==> src/rtl/ipsl_pkg.sv <==
`timescale 1ns / 1ps
// ----------------------------------------------------------------------------
// ipsl_pkg
// Shared types and constants of the incremental PI speed loop.
// ----------------------------------------------------------------------------
package ipsl_pkg;

    // Pipeline depth: input register, five datapath stages, result register.
    localparam int STAGES = 7;

    // Configuration register indexes.
    typedef enum logic [2:0] {
        REG_INTEGRAL_GAIN      = 3'd0,
        REG_PROPORTIONAL_GAIN  = 3'd1,
        REG_TURN_SLOWDOWN_GAIN = 3'd2,
        REG_MIN_SPEED          = 3'd3,
        REG_MAX_SPEED          = 3'd4,
        REG_PWM_MAX            = 3'd5
    } reg_index_t;

    typedef struct packed {
        logic        [15:0] integral_gain;
        logic        [15:0] proportional_gain;
        logic        [15:0] turn_slowdown_gain;
        logic signed [15:0] min_speed;
        logic signed [15:0] max_speed;
        logic        [15:0] pwm_max;
    } cfg_t;

    // Load enables, one per pipeline register stage.
    typedef struct packed {
        logic in_ld;
        logic prod_ld;
        logic red_ld;
        logic err_ld;
        logic num_ld;
        logic term_ld;
        logic out_ld;
    } stage_ld_t;

    // floor(x / 125) = (x * RECIP_125) >> 27, exact for x < 2**20.
    localparam logic [20:0] RECIP_125 = 21'd1073742;
    // floor(x / 5) = (x * RECIP_5) >> 26, exact for x < 2**24.
    localparam logic [23:0] RECIP_5 = 24'd13421773;

endpackage

==> src/rtl/incremental_pi_speed_loop_unit.sv <==
`timescale 1ns / 1ps
// ----------------------------------------------------------------------------
// incremental_pi_speed_loop_unit
// Incremental PI speed loop with turn slowdown of the target speed.
// ----------------------------------------------------------------------------
//
//  channel  handshake              payload
//  -------  ---------------------  ------------------------------------------
//  in       in_valid / in_stall    target_speed, measured_speed, track_error
//  out      out_valid / out_stall  pwm_drive, adjusted_target
//  cfg      cfg_valid / cfg_ready  cfg_index, cfg_data
//
//  One item per cycle sustained while out does not stall; each item reaches
//  the result register via the input register and five datapath stages.
//  The loops between items, the error history in stage 3 and the drive
//  accumulator add and clamp in the last stage, each close within one
//  stage, so back-to-back items never wait on them.
//  Reset clears valid bits, configuration, error history and drive.
//  A stall on out only holds the stages that are full behind it; empty
//  stages keep filling, so in_stall rises only when the whole pipe is full.
//
// Stage map:
//   0  input register
//   1  |track_error| * turn_slowdown_gain
//   2  reduction via reciprocal of 125
//   3  clamp target, speed error, error difference
//   4  integral and proportional products summed
//   5  magnitude / 2560 via reciprocal of 5
//   6  drive accumulate and clamp (result register)
// ----------------------------------------------------------------------------
module incremental_pi_speed_loop_unit
(
    input  logic                clk,
    input  logic                rst_n,

    input  logic                in_valid,
    output logic                in_stall,
    input  logic signed [15:0]  target_speed,
    input  logic signed [15:0]  measured_speed,
    input  logic signed [15:0]  track_error,

    output logic                out_valid,
    input  logic                out_stall,
    output logic        [15:0]  pwm_drive,
    output logic signed [15:0]  adjusted_target,

    input  logic                cfg_valid,
    output logic                cfg_ready,
    input  logic [2:0]          cfg_index,
    input  logic [15:0]         cfg_data
);

    localparam int LAST = ipsl_pkg::STAGES - 1;

    logic [LAST:0]          valid_reg;
    logic [LAST:0]          ready;
    logic [LAST:0]          load;
    ipsl_pkg::stage_ld_t    ld;
    ipsl_pkg::cfg_t         cfg;
    logic signed [15:0]     err;
    logic signed [16:0]     diff;
    logic signed [15:0]     adj;

    // A stage takes a new item when it is empty or its content moves on.
    always_comb
    begin
        ready[LAST] = !valid_reg[LAST] || !out_stall;
        for (int i = LAST - 1; i >= 0; i--)
        begin
            ready[i] = !valid_reg[i] || ready[i + 1];
        end
        load[0] = ready[0] && in_valid;
        for (int i = 1; i <= LAST; i++)
        begin
            load[i] = ready[i] && valid_reg[i - 1];
        end
    end

    // Advance valid bits; hold a stage whose successor is full and stalled.
    always_ff @(posedge clk or negedge rst_n)
    begin
        if (!rst_n)
        begin
            valid_reg <= '0;
        end
        else
        begin
            valid_reg[0] <= ready[0] ? in_valid : valid_reg[0];
            for (int i = 1; i <= LAST; i++)
            begin
                valid_reg[i] <= ready[i] ? valid_reg[i - 1] : valid_reg[i];
            end
        end
    end

    // Map each stage's load to its named enable, input stage first.
    assign ld.in_ld   = load[0];
    assign ld.prod_ld = load[1];
    assign ld.red_ld  = load[2];
    assign ld.err_ld  = load[3];
    assign ld.num_ld  = load[4];
    assign ld.term_ld = load[5];
    assign ld.out_ld  = load[6];

    assign in_stall  = !ready[0];
    assign out_valid = valid_reg[LAST];

    ipsl_cfg_regs u_cfg_regs
    (
        .clk        (clk),
        .rst_n      (rst_n),
        .cfg_valid  (cfg_valid),
        .cfg_ready  (cfg_ready),
        .cfg_index  (cfg_index),
        .cfg_data   (cfg_data),
        .cfg        (cfg)
    );

    ipsl_speed_err u_speed_err
    (
        .clk            (clk),
        .rst_n          (rst_n),
        .ld             (ld),
        .cfg            (cfg),
        .target_speed   (target_speed),
        .measured_speed (measured_speed),
        .track_error    (track_error),
        .err            (err),
        .diff           (diff),
        .adj            (adj)
    );

    ipsl_pi_update u_pi_update
    (
        .clk             (clk),
        .rst_n           (rst_n),
        .ld              (ld),
        .cfg             (cfg),
        .err             (err),
        .diff            (diff),
        .adj             (adj),
        .pwm_drive       (pwm_drive),
        .adjusted_target (adjusted_target)
    );

endmodule

==> src/rtl/ipsl_cfg_regs.sv <==
`timescale 1ns / 1ps
// ----------------------------------------------------------------------------
// ipsl_cfg_regs
// Configuration register file; writes beyond the register list are dropped.
// ----------------------------------------------------------------------------
module ipsl_cfg_regs
(
    input  logic                clk,
    input  logic                rst_n,
    input  logic                cfg_valid,
    output logic                cfg_ready,
    input  logic [2:0]          cfg_index,
    input  logic [15:0]         cfg_data,
    output ipsl_pkg::cfg_t      cfg
);

    ipsl_pkg::cfg_t cfg_reg;

    assign cfg_ready = 1'b1;
    assign cfg       = cfg_reg;

    always_ff @(posedge clk or negedge rst_n)
    begin
        if (!rst_n)
        begin
            cfg_reg <= '0;
        end
        else if (cfg_valid && cfg_ready)
        begin
            case (cfg_index)
                ipsl_pkg::REG_INTEGRAL_GAIN:      cfg_reg.integral_gain      <= cfg_data;
                ipsl_pkg::REG_PROPORTIONAL_GAIN:  cfg_reg.proportional_gain  <= cfg_data;
                ipsl_pkg::REG_TURN_SLOWDOWN_GAIN: cfg_reg.turn_slowdown_gain <= cfg_data;
                ipsl_pkg::REG_MIN_SPEED:          cfg_reg.min_speed          <= cfg_data;
                ipsl_pkg::REG_MAX_SPEED:          cfg_reg.max_speed          <= cfg_data;
                ipsl_pkg::REG_PWM_MAX:            cfg_reg.pwm_max            <= cfg_data;
                default:
                begin
                    cfg_reg <= cfg_reg;
                end
            endcase
        end
    end

endmodule

==> src/rtl/ipsl_speed_err.sv <==
`timescale 1ns / 1ps
// ----------------------------------------------------------------------------
// ipsl_speed_err
// Input register, turn slowdown, target clamp, speed error and its difference.
// ----------------------------------------------------------------------------
module ipsl_speed_err
(
    input  logic                    clk,
    input  logic                    rst_n,
    input  ipsl_pkg::stage_ld_t     ld,
    input  ipsl_pkg::cfg_t          cfg,
    input  logic signed [15:0]      target_speed,
    input  logic signed [15:0]      measured_speed,
    input  logic signed [15:0]      track_error,
    output logic signed [15:0]      err,
    output logic signed [16:0]      diff,
    output logic signed [15:0]      adj
);

    // Input register
    logic signed [15:0] tgt0_reg;
    logic signed [15:0] meas0_reg;
    logic signed [15:0] trk0_reg;

    // Slowdown product
    logic        [15:0] mag;
    logic        [31:0] prod1_next;
    logic        [31:0] prod1_reg;
    logic signed [15:0] tgt1_reg;
    logic signed [15:0] meas1_reg;

    // Reduction = product / 256000
    logic        [40:0] recip_prod;
    logic        [13:0] red_next;
    logic        [13:0] red_reg;
    logic signed [15:0] tgt2_reg;
    logic signed [15:0] meas2_reg;

    // Clamp and error
    logic signed [17:0] adj_wide;
    logic signed [17:0] min_w;
    logic signed [17:0] max_w;
    logic signed [17:0] lim_lo;
    logic signed [17:0] lim;
    logic signed [15:0] adj_next;
    logic signed [15:0] err_next;
    logic signed [16:0] diff_next;
    logic signed [15:0] err_reg;
    logic signed [16:0] diff_reg;
    logic signed [15:0] adj_reg;
    logic signed [15:0] prev_err_reg;

    always_ff @(posedge clk)
    begin
        if (ld.in_ld)
        begin
            tgt0_reg  <= target_speed;
            meas0_reg <= measured_speed;
            trk0_reg  <= track_error;
        end
    end

    // Two's complement negate gives 0x8000 for the most negative error,
    // which read as unsigned is the right magnitude.
    assign mag        = trk0_reg[15] ? 16'(~trk0_reg + 16'sd1) : 16'(trk0_reg);
    assign prod1_next = cfg.turn_slowdown_gain * mag;

    always_ff @(posedge clk)
    begin
        if (ld.prod_ld)
        begin
            prod1_reg <= prod1_next;
            tgt1_reg  <= tgt0_reg;
            meas1_reg <= meas0_reg;
        end
    end

    // 256000 = 2048 * 125: drop 11 bits, then divide by 125 by reciprocal.
    // The product stays below 2**31, so bits 30:11 carry the quotient input.
    assign recip_prod = prod1_reg[30:11] * ipsl_pkg::RECIP_125;
    assign red_next   = recip_prod[40:27];

    always_ff @(posedge clk)
    begin
        if (ld.red_ld)
        begin
            red_reg   <= red_next;
            tgt2_reg  <= tgt1_reg;
            meas2_reg <= meas1_reg;
        end
    end

    // Raise to min, then lower to max: crossed limits give max.
    always_comb
    begin
        adj_wide  = {{2{tgt2_reg[15]}}, tgt2_reg} - {4'b0000, red_reg};
        min_w     = {{2{cfg.min_speed[15]}}, cfg.min_speed};
        max_w     = {{2{cfg.max_speed[15]}}, cfg.max_speed};
        lim_lo    = (adj_wide < min_w) ? min_w : adj_wide;
        lim       = (lim_lo > max_w) ? max_w : lim_lo;
        adj_next  = lim[15:0];
        err_next  = adj_next - meas2_reg;
        diff_next = {err_next[15], err_next} - {prev_err_reg[15], prev_err_reg};
    end

    always_ff @(posedge clk)
    begin
        if (ld.err_ld)
        begin
            err_reg  <= err_next;
            diff_reg <= diff_next;
            adj_reg  <= adj_next;
        end
    end

    // Error history advances once per item, in item order.
    always_ff @(posedge clk or negedge rst_n)
    begin
        if (!rst_n)
        begin
            prev_err_reg <= '0;
        end
        else if (ld.err_ld)
        begin
            prev_err_reg <= err_next;
        end
    end

    assign err  = err_reg;
    assign diff = diff_reg;
    assign adj  = adj_reg;

endmodule

==> src/rtl/ipsl_pi_update.sv <==
`timescale 1ns / 1ps
// ----------------------------------------------------------------------------
// ipsl_pi_update
// Incremental PI term, division by 2560 and the clamped drive accumulator.
// ----------------------------------------------------------------------------
module ipsl_pi_update
(
    input  logic                    clk,
    input  logic                    rst_n,
    input  ipsl_pkg::stage_ld_t     ld,
    input  ipsl_pkg::cfg_t          cfg,
    input  logic signed [15:0]      err,
    input  logic signed [16:0]      diff,
    input  logic signed [15:0]      adj,
    output logic        [15:0]      pwm_drive,
    output logic signed [15:0]      adjusted_target
);

    // Weighted sum
    logic signed [32:0] prod_i;
    logic signed [33:0] prod_p;
    logic signed [34:0] num_next;
    logic signed [34:0] num_reg;
    logic signed [15:0] adj4_reg;

    // Truncating division by 2560
    logic signed [34:0] num_abs;
    logic        [47:0] quot_prod;
    logic        [21:0] q_next;
    logic        [21:0] q_reg;
    logic               neg_reg;
    logic signed [15:0] adj5_reg;

    // Accumulate and clamp
    logic        [24:0] q_ext;
    logic        [24:0] term;
    logic        [24:0] sum;
    logic        [15:0] drive_next;
    logic        [15:0] pwm_drive_reg;
    logic signed [15:0] adj_out_reg;

    always_comb
    begin
        prod_i   = $signed({1'b0, cfg.integral_gain}) * err;
        prod_p   = $signed({1'b0, cfg.proportional_gain}) * diff;
        num_next = {{2{prod_i[32]}}, prod_i} + {prod_p[33], prod_p};
    end

    always_ff @(posedge clk)
    begin
        if (ld.num_ld)
        begin
            num_reg  <= num_next;
            adj4_reg <= adj;
        end
    end

    // 2560 = 512 * 5. Divide the magnitude and restore the sign later,
    // which truncates toward zero. The magnitude stays below 2**33.
    always_comb
    begin
        num_abs   = num_reg[34] ? -num_reg : num_reg;
        quot_prod = num_abs[32:9] * ipsl_pkg::RECIP_5;
        q_next    = quot_prod[47:26];
    end

    always_ff @(posedge clk)
    begin
        if (ld.term_ld)
        begin
            q_reg    <= q_next;
            neg_reg  <= num_reg[34];
            adj5_reg <= adj4_reg;
        end
    end

    always_comb
    begin
        q_ext = {3'b000, q_reg};
        term  = neg_reg ? (~q_ext + 25'd1) : q_ext;
        sum   = term + {9'b0_0000_0000, pwm_drive_reg};
        if (sum[24])
        begin
            drive_next = '0;
        end
        else if (sum > {9'b0_0000_0000, cfg.pwm_max})
        begin
            drive_next = cfg.pwm_max;
        end
        else
        begin
            drive_next = sum[15:0];
        end
    end

    // The result register doubles as the drive accumulator.
    always_ff @(posedge clk or negedge rst_n)
    begin
        if (!rst_n)
        begin
            pwm_drive_reg <= '0;
        end
        else if (ld.out_ld)
        begin
            pwm_drive_reg <= drive_next;
        end
    end

    always_ff @(posedge clk)
    begin
        if (ld.out_ld)
        begin
            adj_out_reg <= adj5_reg;
        end
    end

    assign pwm_drive       = pwm_drive_reg;
    assign adjusted_target = adj_out_reg;

endmodule

==> config.mk <==
export PLATFORM = sky130hd
export DESIGN_NAME = incremental_pi_speed_loop_unit
export DESIGN_NICKNAME = d
export VERILOG_FILES = /design/src/rtl/ipsl_pkg.sv /design/src/rtl/incremental_pi_speed_loop_unit.sv /design/src/rtl/ipsl_cfg_regs.sv /design/src/rtl/ipsl_speed_err.sv /design/src/rtl/ipsl_pi_update.sv
export SDC_FILE = /design/constraint.sdc
export NUM_CORES = 2
export LEC_CHECK = 0
export BUFFER_PORTS_ARGS = -buffer_cell sky130_fd_sc_hd__buf_2
export CELL_PAD_IN_SITES_DETAIL_PLACEMENT = 0
export CELL_PAD_IN_SITES_GLOBAL_PLACEMENT = 1
export CORE_MARGIN = 4
export CORE_UTILIZATION = 40
export DETAILED_ROUTE_END_ITERATION = 8
export GPL_TIMING_DRIVEN = 0
export PLACE_DENSITY = 0.64
export SETUP_SLACK_MARGIN = 0.3
export SLEW_MARGIN = 20
export SYNTH_ARGS = -nofsm -noshare
export SYNTH_HDL_FRONTEND = slang
export SYNTH_HIERARCHICAL = 1
export SYNTH_SLANG_ARGS = --single-unit
==> constraint.sdc <==
create_clock -name clk -period 17.4 [get_ports clk]
set_clock_uncertainty 0.1 [all_clocks]
set_input_delay 0.87 -clock clk [delete_from_list [all_inputs] [get_ports clk]]
set_output_delay 0.87 -clock clk [all_outputs]
set_load 0.01 [all_outputs]
==> results.cfg <==
[placement]
dp_hpwl_um = 147000
port_buffers = 104
gp_congestion = 0.931
postPlaceCellArea_sq_um = 66100

[drt]
final_antenna_net_count = 0
post_drt_wl_per_cell_um = 20.5
num_vias = 42300
drcViolationCount = 0
vias_per_cell = 5.01
drt_iter0_markers = 2369
dr.pass1.iters = 7
wl_um = 174000

[synthesis]
synth_cells = 6175
synth_seq_cells = 435
synth_fp_nets = 8038
ys_seq_area_frac = 0.198
synth_async_sr_flop_share = 0.310
synth_area_sq_um = 62700
syn_avg_cell_area_sq_um = 10.2
yosys_warnings = 6
synth_edf_count = 300
ys_types = 112
synth_ff_type = edfxtp_1

[clock_tree]
root_buffer = clkbuf_16
cts_resized = 0
holdBufCountCts = 0
cts.sinks = 435
clockBufferDepth = 3
cts_tree = built
clkLatencyLatePin_ps = 670
clk_pin_slew_ps = 60
cts_inserted_buffers = 54
cts_setup_buffers = 0
htree_levels = 2

[global_route]
grt.busiest_layer = met2
grt_use_total = 0.217
grtUsageMet1 = 0.284
grt_pass1_wl_um = 271000
grt_max_degree = 79
grt_pass1_vias = 45800
met3_usage = 0.0293
grt_antenna_before_repair = 15
overflow = 0
grt_use_met2 = 0.372

[sta]
hold_viol_final = 0
report.final.slew_viol_count = 0
period_share = 0.637
slew_headroom = 0.211
min_period_ps = 11090
setup_viol = 0
tightest_slew_ps = 1180
rsz0062_at_grt = false
clock.fmax_mhz = 90.2
tns_ps = 0

[floorplanning]
initial_core_util = 0.402
core_sq_um = 156000
die_w_um = 404
rows = 145
die-area_sq_um = 163000
die_h_um = 404
io_pins = 107

[setup_path]
cp.arrival_ps = 11450
reg2regPathDepth = 30
crit_fanout = 8
required_ps = 17760
slowest_delay_ps = 580
crit_buf_inv = 4
crit_slowest_cell = or4_4
startpoint_type = register
critPathKind = reg2reg
reg2reg_slack_ps = 6310
endpoint_kind = register
cp_top_family = adder cells
reg2reg_to = u_pi_update/q_reg[21]
worst_path_most_repeated_cell = fa_1
r2r-start = u_pi_update/num_reg[10]

[final_layout]
largest_reg_flops = 96
area_growth_pct = 8.56
stdcell_area_sq_um = 68100
drive_above_1_share = 0.0648
regArea_sq_um = 12400
multi_input_area_sq_um = 44300
final_nets = 8206
fill_cells = 15100

[worst_hold_path]
hp-class = in2async

[run_status]
status = finished clean

[run]
maxCapViolations = 0
worst register-to-register path, delay by kind of cell, from the launching register on:
kind                     cells  cell delay, ps
adder cells (fa/ha/maj)      8            3480
AND/OR/NAND/NOR              9            3270
AO/OA/AOI/OAI                7            2540
XOR/XNOR                     2             840
flip-flops                   1             480
buffers and inverters        4             190
cell usage after synthesis, types with 13 or more instances:
master | n | share of area
nand2b_1 | 37 | 0.0037
a21boi_0 | 16 | 0.0019
clkbuf_1 | 120 | 0.0072
a21oi_1 | 148 | 0.012
nor4b_1 | 15 | 0.0021
and3_1 | 21 | 0.0021
nand2_1 | 530 | 0.032
nor3_1 | 33 | 0.0026
mux2_2 | 117 | 0.021
o311ai_0 | 14 | 0.0020
xnor2_1 | 172 | 0.024
o21bai_1 | 20 | 0.0024
a211oi_1 | 18 | 0.0022
a21o_1 | 67 | 0.0080
nand3_1 | 63 | 0.0050
edfxtp_1 | 300 | 0.14
nand4_1 | 25 | 0.0025
nor2b_1 | 78 | 0.0078
o211ai_1 | 19 | 0.0023
or3_1 | 18 | 0.0018
o21ai_0 | 101 | 0.0081
o31ai_1 | 23 | 0.0028
fa_1 | 941 | 0.30
nor4_1 | 13 | 0.0013
ha_1 | 850 | 0.17
xor2_1 | 79 | 0.011
a32oi_1 | 15 | 0.0021
inv_1 | 1465 | 0.088
and2_1 | 317 | 0.032
dfrtp_1 | 135 | 0.054
nor2_1 | 149 | 0.0089
o21a_1 | 29 | 0.0035
a31oi_1 | 18 | 0.0018
stage by stage:
step	util	hold slack [ps]	worst slack (ps)	cells
CTS	0.436	14.2	6140	8446
detailed placement	0.423	305	6200	8345
floorplan	-	300	7750	6175
global placement	0.422	302	5820	8337
global route	0.436	46.8	5840	8446
finish	0.436	34.7	6310	8452
layout make-up:
cell class	instances	share of cell area
Antenna cell	6	0.000221
Buffer	143	0.00926
Clock buffer	65	0.0218
Clock inverter	36	0.00730
Inverter	1468	0.0809
Multi-Input combinational cell	4129	0.650
Sequential cell	435	0.182
Tap cell	2058	0.0378
Timing Repair Buffer	112	0.0107
routing by layer:
layer | up-vias | wire length, um
met5 | - | 35
met4 | 6 | 6340
met3 | 249 | 8130
met2 | 901 | 84200
met1 | 21300 | 74900
li1 | 19900 | -
how the worst max path moves through the flow:
stage,from,end,slack (ps),depth (start not counted)
5_1_grt,u_pi_update/num_reg[10],u_pi_update/q_reg[21],5840,30
6_report,u_pi_update/num_reg[10],u_pi_update/q_reg[21],6310,30
3_5_place_dp,u_pi_update/num_reg[2],u_pi_update/q_reg[14],6200,30
4_1_cts,u_pi_update/num_reg[2],u_pi_update/q_reg[21],6140,30
3_3_place_gp,u_pi_update/num_reg[3],u_pi_update/q_reg[14],5820,30
2_1_floorplan,u_pi_update/num_reg[10],u_pi_update/q_reg[20],7750,30
cell usage in the layout (no fill, tap or decap), types with 37 or more instances in the layout:
master,synthesis,layout
a21o_1,67,67
a21oi_1,148,148
and2_1,317,315
buf_2,9,112
clkbuf_1,120,125
clkbuf_16,0,57
dfrtp_1,135,135
edfxtp_1,300,300
fa_1,941,941
ha_1,850,850
inv_1,1465,1465
mux2_2,117,117
nand2_1,530,530
nand2b_1,37,37
nand3_1,63,63
nor2_1,149,149
nor2b_1,78,78
o21ai_0,101,101
xnor2_1,172,172
xor2_1,79,76
logic make-up (layout without fill, tap and decap cells):
group | after synthesis | count (layout) | synth area share
buffers and inverters | 1611 | 1824 | 0.0979
xor gates and xnor gates | 252 | 252 | 0.0353
other | 1 | 7 | 0.0000598
DFF | 435 | 435 | 0.198
muxes | 126 | 126 | 0.0227
AOI/OAI and AO/OA | 589 | 589 | 0.0642
and+or+nand+nor | 1370 | 1370 | 0.112
adders and majority gates | 1791 | 1791 | 0.470
Power is not shown: default switching activity piles up to over one toggle a cycle in this logic, so the estimate is an artifact.
